==> src/hdl/utf8v_pkg.sv <==
// Shared types and constants for the bounded UTF-8 text validator.
// Used by utf8v_step and utf8_bounded_text_validator; depends on nothing.
package utf8v_pkg;

  localparam int unsigned BYTE_W  = 8;
  localparam int unsigned COUNT_W = 11;
  localparam int unsigned PEND_W  = 2;

  // Limit register reset value and count ceiling
  localparam logic [COUNT_W-1:0] LIMIT_RESET = 11'd256;
  localparam logic [COUNT_W-1:0] COUNT_CAP   = 11'h7FF;

  // Byte classes and second-byte bounds
  localparam logic [BYTE_W-1:0] BYTE_SPACE   = 8'h20;
  localparam logic [BYTE_W-1:0] BYTE_DEL     = 8'h7F;
  localparam logic [BYTE_W-1:0] BYTE_CONT_LO = 8'h80;
  localparam logic [BYTE_W-1:0] BYTE_CONT_HI = 8'hBF;
  localparam logic [BYTE_W-1:0] BYTE_L2_LO   = 8'hC2;
  localparam logic [BYTE_W-1:0] BYTE_L2_HI   = 8'hDF;
  localparam logic [BYTE_W-1:0] BYTE_L3_LO   = 8'hE0;
  localparam logic [BYTE_W-1:0] BYTE_L3_HI   = 8'hEF;
  localparam logic [BYTE_W-1:0] BYTE_L4_LO   = 8'hF0;
  localparam logic [BYTE_W-1:0] BYTE_L4_HI   = 8'hF4;
  localparam logic [BYTE_W-1:0] BYTE_ED      = 8'hED;
  localparam logic [BYTE_W-1:0] BYTE_A0      = 8'hA0;
  localparam logic [BYTE_W-1:0] BYTE_9F      = 8'h9F;
  localparam logic [BYTE_W-1:0] BYTE_90      = 8'h90;
  localparam logic [BYTE_W-1:0] BYTE_8F      = 8'h8F;

  // Continuation counts set by each lead class
  localparam logic [PEND_W-1:0] PEND_NONE  = 2'd0;
  localparam logic [PEND_W-1:0] PEND_ONE   = 2'd1;
  localparam logic [PEND_W-1:0] PEND_TWO   = 2'd2;
  localparam logic [PEND_W-1:0] PEND_THREE = 2'd3;

  // Per-string decoder state
  typedef struct packed {
    logic [PEND_W-1:0]  pend;
    logic [BYTE_W-1:0]  lead;
    logic               at_second;
    logic               err;
    logic [COUNT_W-1:0] count;
    logic               any;
  } utf8v_state_t;

  // Verdict for a closing transaction
  typedef struct packed {
    logic               valid_res;
    logic [COUNT_W-1:0] count;
  } utf8v_verdict_t;

endpackage

==> src/hdl/utf8v_step.sv <==
// Combinational next-state and verdict logic for one input transaction.
// Depends on utf8v_pkg.
module utf8v_step import utf8v_pkg::*; (
  input  utf8v_state_t        cur_st,
  input  logic [BYTE_W-1:0]   data_byte,
  input  logic                has_byte,
  input  logic                last,
  input  logic [COUNT_W-1:0]  max_points,
  output utf8v_state_t        nxt_st,
  output utf8v_verdict_t      verdict
);

  utf8v_state_t       byte_st;
  logic               do_count;
  logic [COUNT_W:0]   cnt_inc;
  logic               bad_second;

  // Count increment with overflow and cap
  assign cnt_inc = {1'b0, cur_st.count} + {{COUNT_W{1'b0}}, 1'b1};

  // Overlong and surrogate limits on the second byte
  assign bad_second = ((cur_st.lead == BYTE_L3_LO) && (data_byte < BYTE_A0)) ||
                      ((cur_st.lead == BYTE_ED)    && (data_byte > BYTE_9F)) ||
                      ((cur_st.lead == BYTE_L4_LO) && (data_byte < BYTE_90)) ||
                      ((cur_st.lead == BYTE_L4_HI) && (data_byte > BYTE_8F));

  // Decode one byte against the current state
  always_comb begin
    byte_st  = cur_st;
    do_count = 1'b0;
    if (has_byte) begin
      byte_st.any = 1'b1;
      if (!cur_st.err) begin
        if (cur_st.pend == PEND_NONE) begin
          if (data_byte <= BYTE_DEL) begin
            if ((data_byte < BYTE_SPACE) || (data_byte == BYTE_DEL)) begin
              byte_st.err = 1'b1;
            end else begin
              do_count = 1'b1;
            end
          end else if ((data_byte >= BYTE_L2_LO) && (data_byte <= BYTE_L2_HI)) begin
            byte_st.pend      = PEND_ONE;
            byte_st.lead      = data_byte;
            byte_st.at_second = 1'b1;
          end else if ((data_byte >= BYTE_L3_LO) && (data_byte <= BYTE_L3_HI)) begin
            byte_st.pend      = PEND_TWO;
            byte_st.lead      = data_byte;
            byte_st.at_second = 1'b1;
          end else if ((data_byte >= BYTE_L4_LO) && (data_byte <= BYTE_L4_HI)) begin
            byte_st.pend      = PEND_THREE;
            byte_st.lead      = data_byte;
            byte_st.at_second = 1'b1;
          end else begin
            byte_st.err = 1'b1;
          end
        end else if ((data_byte < BYTE_CONT_LO) || (data_byte > BYTE_CONT_HI)) begin
          byte_st.err = 1'b1;
        end else if (cur_st.at_second && bad_second) begin
          byte_st.err = 1'b1;
        end else begin
          byte_st.at_second = 1'b0;
          byte_st.pend      = cur_st.pend - PEND_ONE;
          do_count          = (cur_st.pend == PEND_ONE);
        end
      end
    end
    // Count a completed code point, flag overrun of the limit
    if (do_count) begin
      if (cnt_inc > {1'b0, max_points}) begin
        byte_st.err = 1'b1;
      end
      byte_st.count = cnt_inc[COUNT_W] ? COUNT_CAP : cnt_inc[COUNT_W-1:0];
    end
  end

  // Verdict from the state after the byte, then clear on end of string
  assign verdict.valid_res = byte_st.any && !byte_st.err && (byte_st.pend == PEND_NONE);
  assign verdict.count     = byte_st.count;
  assign nxt_st            = last ? '0 : byte_st;

endmodule

==> src/hdl/utf8_bounded_text_validator.sv <==
// Top level of the bounded UTF-8 text validator: input register, decoder
// state, limit register and verdict register. Depends on utf8v_pkg, utf8v_step.
//
// The block takes one string byte per transaction and accepts a transaction in
// every cycle, one byte per clock sustained, unless a closing transaction waits
// in the input register for a full verdict register. A transaction passes through
// the input register and is then decoded against the per-string state; a closing
// transaction (tlast) loads the verdict register when it is decoded.
// The verdict register holds one result; while it is stalled, bytes without
// tlast keep flowing and only the next closing transaction waits. tuser = 0
// marks a transaction with no byte, used to close a string after its last byte.
// The user must write the code-point limit through cfg_wr_en/cfg_wr_data only
// between strings (the block does not enforce this); it resets to 256.
module utf8_bounded_text_validator import utf8v_pkg::*; (
  input  logic                clk,
  input  logic                rst_n,
  // Limit register write
  input  logic                cfg_wr_en,
  input  logic [COUNT_W-1:0]  cfg_wr_data,   // max_code_points
  // Byte stream
  input  logic                in_tvalid,
  output logic                in_tready,
  input  logic [BYTE_W-1:0]   in_tdata,      // [7:0] data_byte
  input  logic                in_tuser,      // [0] has_byte
  input  logic                in_tlast,      // end of string
  // Verdict stream
  output logic                out_tvalid,
  input  logic                out_tready,
  output logic [15:0]         out_tdata      // [0] valid_res, [11:1] code_point_count, [15:12] zero
);

  logic [COUNT_W-1:0] limit_r;
  logic               in_valid_r;
  logic [BYTE_W-1:0]  in_byte_r;
  logic               in_has_r;
  logic               in_last_r;
  utf8v_state_t       st_r;
  utf8v_state_t       st_nxt;
  utf8v_verdict_t     verdict_nxt;
  utf8v_verdict_t     res_r;
  logic               out_valid_r;
  logic               advance;

  // Process the held transaction unless it closes a string and the result slot is full and not being taken
  assign advance   = in_valid_r && (!in_last_r || !out_valid_r || out_tready);
  assign in_tready = !in_valid_r || advance;

  // Limit register
  always_ff @(posedge clk) begin
    if (!rst_n) begin
      limit_r <= LIMIT_RESET;
    end else if (cfg_wr_en) begin
      limit_r <= cfg_wr_data;
    end
  end

  // Input register
  always_ff @(posedge clk) begin
    if (!rst_n) begin
      in_valid_r <= 1'b0;
    end else if (in_tready) begin
      in_valid_r <= in_tvalid;
    end
  end

  always_ff @(posedge clk) begin
    if (in_tvalid && in_tready) begin
      in_byte_r <= in_tdata;
      in_has_r  <= in_tuser;
      in_last_r <= in_tlast;
    end
  end

  // Byte decoder
  utf8v_step u_step (
    .cur_st     (st_r),
    .data_byte  (in_byte_r),
    .has_byte   (in_has_r),
    .last       (in_last_r),
    .max_points (limit_r),
    .nxt_st     (st_nxt),
    .verdict    (verdict_nxt)
  );

  // Advance the string state
  always_ff @(posedge clk) begin
    if (!rst_n) begin
      st_r <= '0;
    end else if (advance) begin
      st_r <= st_nxt;
    end
  end

  // Verdict register
  always_ff @(posedge clk) begin
    if (!rst_n) begin
      out_valid_r <= 1'b0;
    end else if (advance && in_last_r) begin
      out_valid_r <= 1'b1;
    end else if (out_tready) begin
      out_valid_r <= 1'b0;
    end
  end

  always_ff @(posedge clk) begin
    if (advance && in_last_r) begin
      res_r <= verdict_nxt;
    end
  end

  assign out_tvalid = out_valid_r;
  assign out_tdata  = {4'b0000, res_r.count, res_r.valid_res};

  // String state is cleared after every verdict
  a_clear_after_last: assert property (@(posedge clk) disable iff (!rst_n)
    (advance && in_last_r) |=> (st_r == '0))
    else $error("string state not cleared after closing transaction");

  // A verdict appears only after a closing transaction was processed
  a_result_from_last: assert property (@(posedge clk) disable iff (!rst_n)
    $rose(out_valid_r) |-> $past(advance && in_last_r))
    else $error("verdict loaded without a closing transaction");

  // Pending continuations always follow a legal multi-byte lead
  a_pend_has_lead: assert property (@(posedge clk) disable iff (!rst_n)
    (st_r.pend != PEND_NONE) |-> ((st_r.lead >= BYTE_L2_LO) && (st_r.lead <= BYTE_L4_HI)))
    else $error("continuations pending without a lead byte");

  // Second-byte check only while a character is open
  a_second_in_char: assert property (@(posedge clk) disable iff (!rst_n)
    st_r.at_second |-> (st_r.pend != PEND_NONE))
    else $error("second-byte flag set outside a character");

endmodule

==> config.mk <==
export PLATFORM = sky130hd
export DESIGN_NAME = utf8_bounded_text_validator
export DESIGN_NICKNAME = d
export VERILOG_FILES = /design/src/hdl/utf8v_pkg.sv /design/src/hdl/utf8v_step.sv /design/src/hdl/utf8_bounded_text_validator.sv
export SDC_FILE = /design/constraint.sdc
export NUM_CORES = 1
export LEC_CHECK = 0
export ABC_AREA = 1
export BUFFER_PORTS_ARGS = -buffer_cell sky130_fd_sc_hd__buf_2
export CORE_MARGIN = 2
export CORE_UTILIZATION = 57
export DETAILED_ROUTE_END_ITERATION = 10
export GPL_ROUTABILITY_DRIVEN = 0
export HOLD_SLACK_MARGIN = 0.1
export PLACE_DENSITY = 0.78
export SLEW_MARGIN = 30
export SYNTH_ARGS = -nofsm -noshare
export SYNTH_HDL_FRONTEND = slang
export SYNTH_SLANG_ARGS = --single-unit
==> constraint.sdc <==
create_clock -name clk -period 3.4 [get_ports clk]
set_clock_uncertainty 0.1 [all_clocks]
set_input_delay 0.68 -clock clk [delete_from_list [all_inputs] [get_ports clk]]
set_output_delay 0.68 -clock clk [all_outputs]
set_load 0.05 [all_outputs]
======== Word level (Yosys, flattened, before mapping) ========
Index checks and enable logic that the tools add are counted.
storage, ports and cells
  memory bits (writable) .................. 0
  flip-flop bits (word level) ............. 59
  memories ................................ 0
  logic and storage cells ................. 110
  ROM bits ................................ 0
  output and inout port bits .............. 18
  bits in latches ......................... 0
operators by class
  $add $sub $neg .......................... 2
  bitwise gates (word level) .............. 0
  multipliers ............................. 0
  divide/modulo/power cells ............... 0
  $lt $le $gt $ge ......................... 15
  shift operators ......................... 0
  multiplexer cells ....................... 34
  reduce and logical (&&, ||, !) cells .... 33
  equality and inequality tests ........... 12
operators by type and width
  operator                                                    number
  two-way mux 11 bit                                          5
  two-way mux 12 bit                                          3
  == test 8 bit, second input constant                        4
  >= comparator 8 bit, second input constant                  3
  > comparator 8 bit, second input constant                   3
  <= comparator 8 bit, second input constant                  3
  less-than comparator 8 bit, second input constant           3
  two-way mux 24 bit                                          1
  two-way mux 1 bit                                           20
  logical AND 1 bit                                           13
  adder 11 x 1 -> 12 bit, second input constant               1
  > comparator 12 x 11 -> 1 bit                               1
  == test 8 x 7 -> 1 bit, second input constant               1
  <= comparator 8 x 7 -> 1 bit, second input constant         1
  logical OR 1 bit                                            8
  less-than comparator 8 x 6 -> 1 bit, second input constant  1
  two-way mux 2 bit                                           4
  two-way mux 8 bit                                           1
  AND reduction 7 bit                                         1
  != test 3 x 2 -> 1 bit, second input constant               2
  AND reduction 6 bit                                         1
  nonzero test 2 bit                                          3
  != test 5 bit, second input constant                        1
  zero test 1 bit                                             4
  6 further kinds                                             8

======== Logic depth before layout (Yosys ltp) ========
  depth after elaboration ................. 16
  mapped depth ............................ 16

======== Cells and area by module ========
A second synthesis with hierarchy kept.
second synthesis, totals
  cell total of the unflattened synthesis .. 531
  area total of the unflattened synthesis .. 3711.1 um^2
modules (own cells, without submodules)
  module                       sequential area each (um^2)  instances  area each (um^2)  cells an instance
  utf8_bounded_text_validator  1401.3                       1          2275.9            248
  utf8v_step                   0.0                          1          1435.1            283

======== Least setup slack after synthesis ========
No wires, ideal clock.
  kind .................................... reg-to-reg
  start point ............................. register st_r[1] in the netlist's numbering
  end point ............................... register res_r (netlist bit out_tdata[0]), data pin
  setup time .............................. 0.252 ns
  data required time ...................... 3.048 ns
  stages on the path, launching flop included .. 16
  data arrival time ....................... 2.009 ns
  path slack .............................. 1.039 ns
  buffers on the path ..................... 0
  clock period less this slack ............ 2.361 ns
  cell sequence ........................... dfxtp_1 ha_1 nand2_1 nor2_1 nand3_1 nor2_1 xor2_1 inv_1 ha_1 nand2_1 nor2_1 nand3_1 nand2_1 nand3_1 nand2_1 nor2_1
RTL lines
  what                    RTL line                            text
  start, declared         utf8_bounded_text_validator.sv:37   utf8v_state_t st_r;
  start signal, assigned  utf8_bounded_text_validator.sv:90   st_r <= st_nxt;
  end signal, assigned    utf8_bounded_text_validator.sv:107  res_r <= verdict_nxt;
  end, declared           utf8_bounded_text_validator.sv:40   utf8v_verdict_t res_r;

==> metrics.md <==
| Metric | Value |
|---|---|
| WP depth | 15 |
| Critical Path Source Type | flop |
| Slowest cell on crit path | dfxtp_1 |
| Net count, final | roughly 500 |
| Avg WL per Cell | between 10 and 15 um |
| Worst reg-to-reg path cell count | 15 |
| GR Util met3 | between 6 and 7% |
| Initial antenna violation count | 0 |
| Final std cells w/o fill | approximately 530 |
| M1 GR Usage | about a third |
| Synth top cells by count | 82 x nand2_1, 63 x inv_1, 44 x a21oi_1 |
| # DRC | 0 |
| Worst slew margin | between 50% and 60% |
| Met2 usage | 33.2% |
| First-pass GRT wire length | approximately 11 mm |
| First drt pass iteration count | 5 |
| Sequential power share | a little over half |
| WHS Path Cells | 2 |
| Hold Buf Count CTS | 0 |
| Yosys cell types | 32 |
| Setup-failing EPs final | 0 |
| Htree depth | 3 |
| Global route overflow | 0 |
| Internal Pwr Total | between 1 and 1.5 mW |
| Fmax | ~370 MHz |
| Area grow syn2layout | 11.6% |
| Setup CP Type | flop to flop |
| # IOs | 44 |
| Worst min-delay path category | flop to flop |
| CP arrival | 2.71 ns |
| Sum Neg Setup Slack | 0 ns |
| Vias | ~2700 |
| TritonCTS clock tree | yes |
| Area of the multi-input gates | around 1500 sq um |
| CP bufs+invs | 1 |
| Yosys top cell by area | dfxtp_1 |
| Vias per Instance | slightly above 5 |
| Main synth FF type | dfxtp_1 |
| Final Max Tran Viols | 0 |
| Critical Path End Type | flop |
| Compound-Gate Fraction of Synth Area | 16.2% |
| Seq/Total Area, Yosys | 44.0% |
| Placed cells | around 510 |
| TritonCTS Buffers | 9 |
| Core area | approximately 5400 sq um |
| Max FO, Critical Path | 5 |
| Maximum VDD drop | 0.368 mV |
| Rows | 27 |
| Share of the synthesized area in the top cell type | between 20% and 30% |
| Total of warnings raised by yosys | 0 |
| Cts repair resizes | 0 |
| Worst skew pair latency | 0.34 ns |
| Pre-CTS WS | around 0.74 ns |
| Mux cell area share after synthesis | 0% |
| Psw | 0.407 mW |
| Reg clk slew, reported paths | around 0.070 ns |
| Static leakage | roughly 1.6 nW |
| Post-placement cell area | between 3000 and 4000 sq um |
| Worst-Margin Slew | between 0.7 and 0.8 ns |
| Critical Path Max Stage Delay | roughly 0.41 ns |
| Layout cells sized above 1 | between 10% and 20% |
| Power Density | ~420 nW/um^2 |
| Setup ws final | 0.695 ns |
| Post-DP HPWL | approximately 4.7 mm |
| Port buffer count | 39 |
| Worst path top cell family by delay | simple AND/OR/NAND/NOR gates |
| Critical Path RT | roughly 3.4 ns |
| Post-CTS setup repair buffer count | 0 |
| Post-synthesis cell area | between 3000 and 4000 sq um |
| Synth Area in Simple Gates | 22.1% |
| Pin count of the biggest net entering global routing | 25 |
| Drt total wl | around 6.4 mm |
| Initial Util | between 50% and 60% |
| DIE HEIGHT | slightly below 80 um |
| Syn Inst Count | between 400 and 500 |
| Seq cells post-synth | 59 |
| Clk network pwr share | a little over a third |
| Final Hold Vio Count | 0 |
| Hold Slack | 0.359 ns |
| Post-synth EDFFs | 22 |
| CP cell instances | ha_1, nand2_1, nor2_1, nand3_1, nor2_1, xor2_1, inv_1, ha_1, nand2_1, nor2_1, nand3_1, nand2_1, nand3_1, nand2_1, nor2_1 |
| Antenna diodes | 0 |
| Root Buffer | clkbuf_8 |
| RSZ-0062 raised after global routing | no |
| Clock Tree Buf Depth | 2 |
| Outcome | finished clean |
| Die footprint | just over 6000 sq um |
| CTS Sinks | just under 60 |
| Final min period | around 2.7 ns |
| Initial drt markers | around 210 |
| Global route hottest layer | met2 |
| Xor and xnor area share after synthesis | 1.38% |
| Fin crit share | about four fifths |
| Count leader, synth | nand2_1 |
| Fill cell count | around 470 |
| Final ANT Viol Nets | 0 |
| Post-synth ARST share | 0% |
| Die width | about 79 um |
| Largest family of logic cells by synthesized area | simple AND/OR/NAND/NOR gates |
| Average size of a mapped cell | ~8 sq um |
| GRT Total Usage | a little under a quarter |
| Synth Area in Adders | 5.51% |
| Logic pwr share | about an eighth |
| Ranking of synthesized cells by area | dfxtp_1 23%, edfxtp_1 21%, nand2_1 9.7% |
| Max-Cap Viols | 0 |
| Vias in the first global route | ~2500 |
| Sw frac | a little over a quarter |
| Register area | approximately 1400 sq um |
| Finished Cell Area | about 3600 sq um |
routing by layer:
layer	wire (um)	part of all wire (%)
met1	3190	50
met3	417	6.5
met5	0	0
met4	74	1.2
met2	2720	42
stage by stage:
step	power (mW)	util, %
4_1_cts	1.49	65.3
3_3_place_gp	0.973	62.5
5_1_grt	1.55	65.3
6_report	1.49	65.3
2_1_floorplan	0.936	-
3_5_place_dp	0.977	62.5
worst min-delay path: cells and delay by family, from the launching register on:
kind / cells / cell delay [ns]
DFF: 1 / 0.30
buffers and inverters: 1 / 0.06
AOI/OAI and AO/OA: 1 / 0.06
area by class of cell:
type                            count  area share (%)
Multi-Input combinational cell    273            40.9
Sequential cell                    59            39.5
Inverter                           67            7.12
Timing Repair Buffer               40            5.71
Clock buffer                       12            3.80
Tap cell                           72            2.54
Clock inverter                      4           0.528
kinds of logic after synthesis:
family	count (synthesis)
AO/OA/AOI/OAI	89
AND/OR/NAND/NOR	161
buffers and inverters	80
other	1
flip-flops	59
adder cells (fa/ha/maj)	14
XOR/XNOR	5
registers in the layout (all words and copies together) (netlist names):
| name | cells |
|---|---|
| limit_r | 11 |
| st_r | 24 |
| in_has_r | 1 |
| in_last_r | 1 |
| in_byte_r | 8 |
| in_valid_r | 1 |
| out_tvalid | 1 |
| out_tdata | 12 |
worst paths after layout:
kind / from / endpoint / slack, ns
worst max-delay path: st_r[1]$_SDFFE_PN0P_ / out_tdata[0]$_DFFE_PP_ / 0.69
worst min-delay path: st_r[15]$_SDFFE_PN0P_ / st_r[15]$_SDFFE_PN0P_ / 0.36
worst max register to register: st_r[1]$_SDFFE_PN0P_ / out_tdata[0]$_DFFE_PP_ / 0.69
worst min register to register: st_r[15]$_SDFFE_PN0P_ / st_r[15]$_SDFFE_PN0P_ / 0.36
placed cells by master (no fill, tap or decap):
cell,n
nand3_2,2
clkbuf_8,9
o21ai_0,20
clkinv_2,4
a21oi_1,44
clkinv_1,1
o211ai_1,10
a21oi_4,1
nand3_1,23
o21ai_1,1
o21bai_1,3
nand2_2,4
o21ai_2,1
nor3b_1,1
conb_1,4
nor2_2,4
nor2_1,31
buf_2,39
ha_1,14
inv_1,63
inv_2,3
buf_4,1
nand2_1,82
a211oi_1,1
nand3b_1,1
edfxtp_1,22
dfxtp_1,37
clkbuf_1,3
o21a_1,8
xor2_1,5
and2_1,3
nor3_1,3
nand4_1,7
power by group through the flow:
stage | clock network, mW | logic, mW | registers, mW
after detailed placement | 0 | 0.181 | 0.796
after global routing | 0.562 | 0.208 | 0.783
final | 0.524 | 0.183 | 0.780
after global placement | 0 | 0.179 | 0.795
after floorplan | 0 | 0.124 | 0.812
after CTS | 0.527 | 0.182 | 0.780
Power figures use the tool's default switching activity.
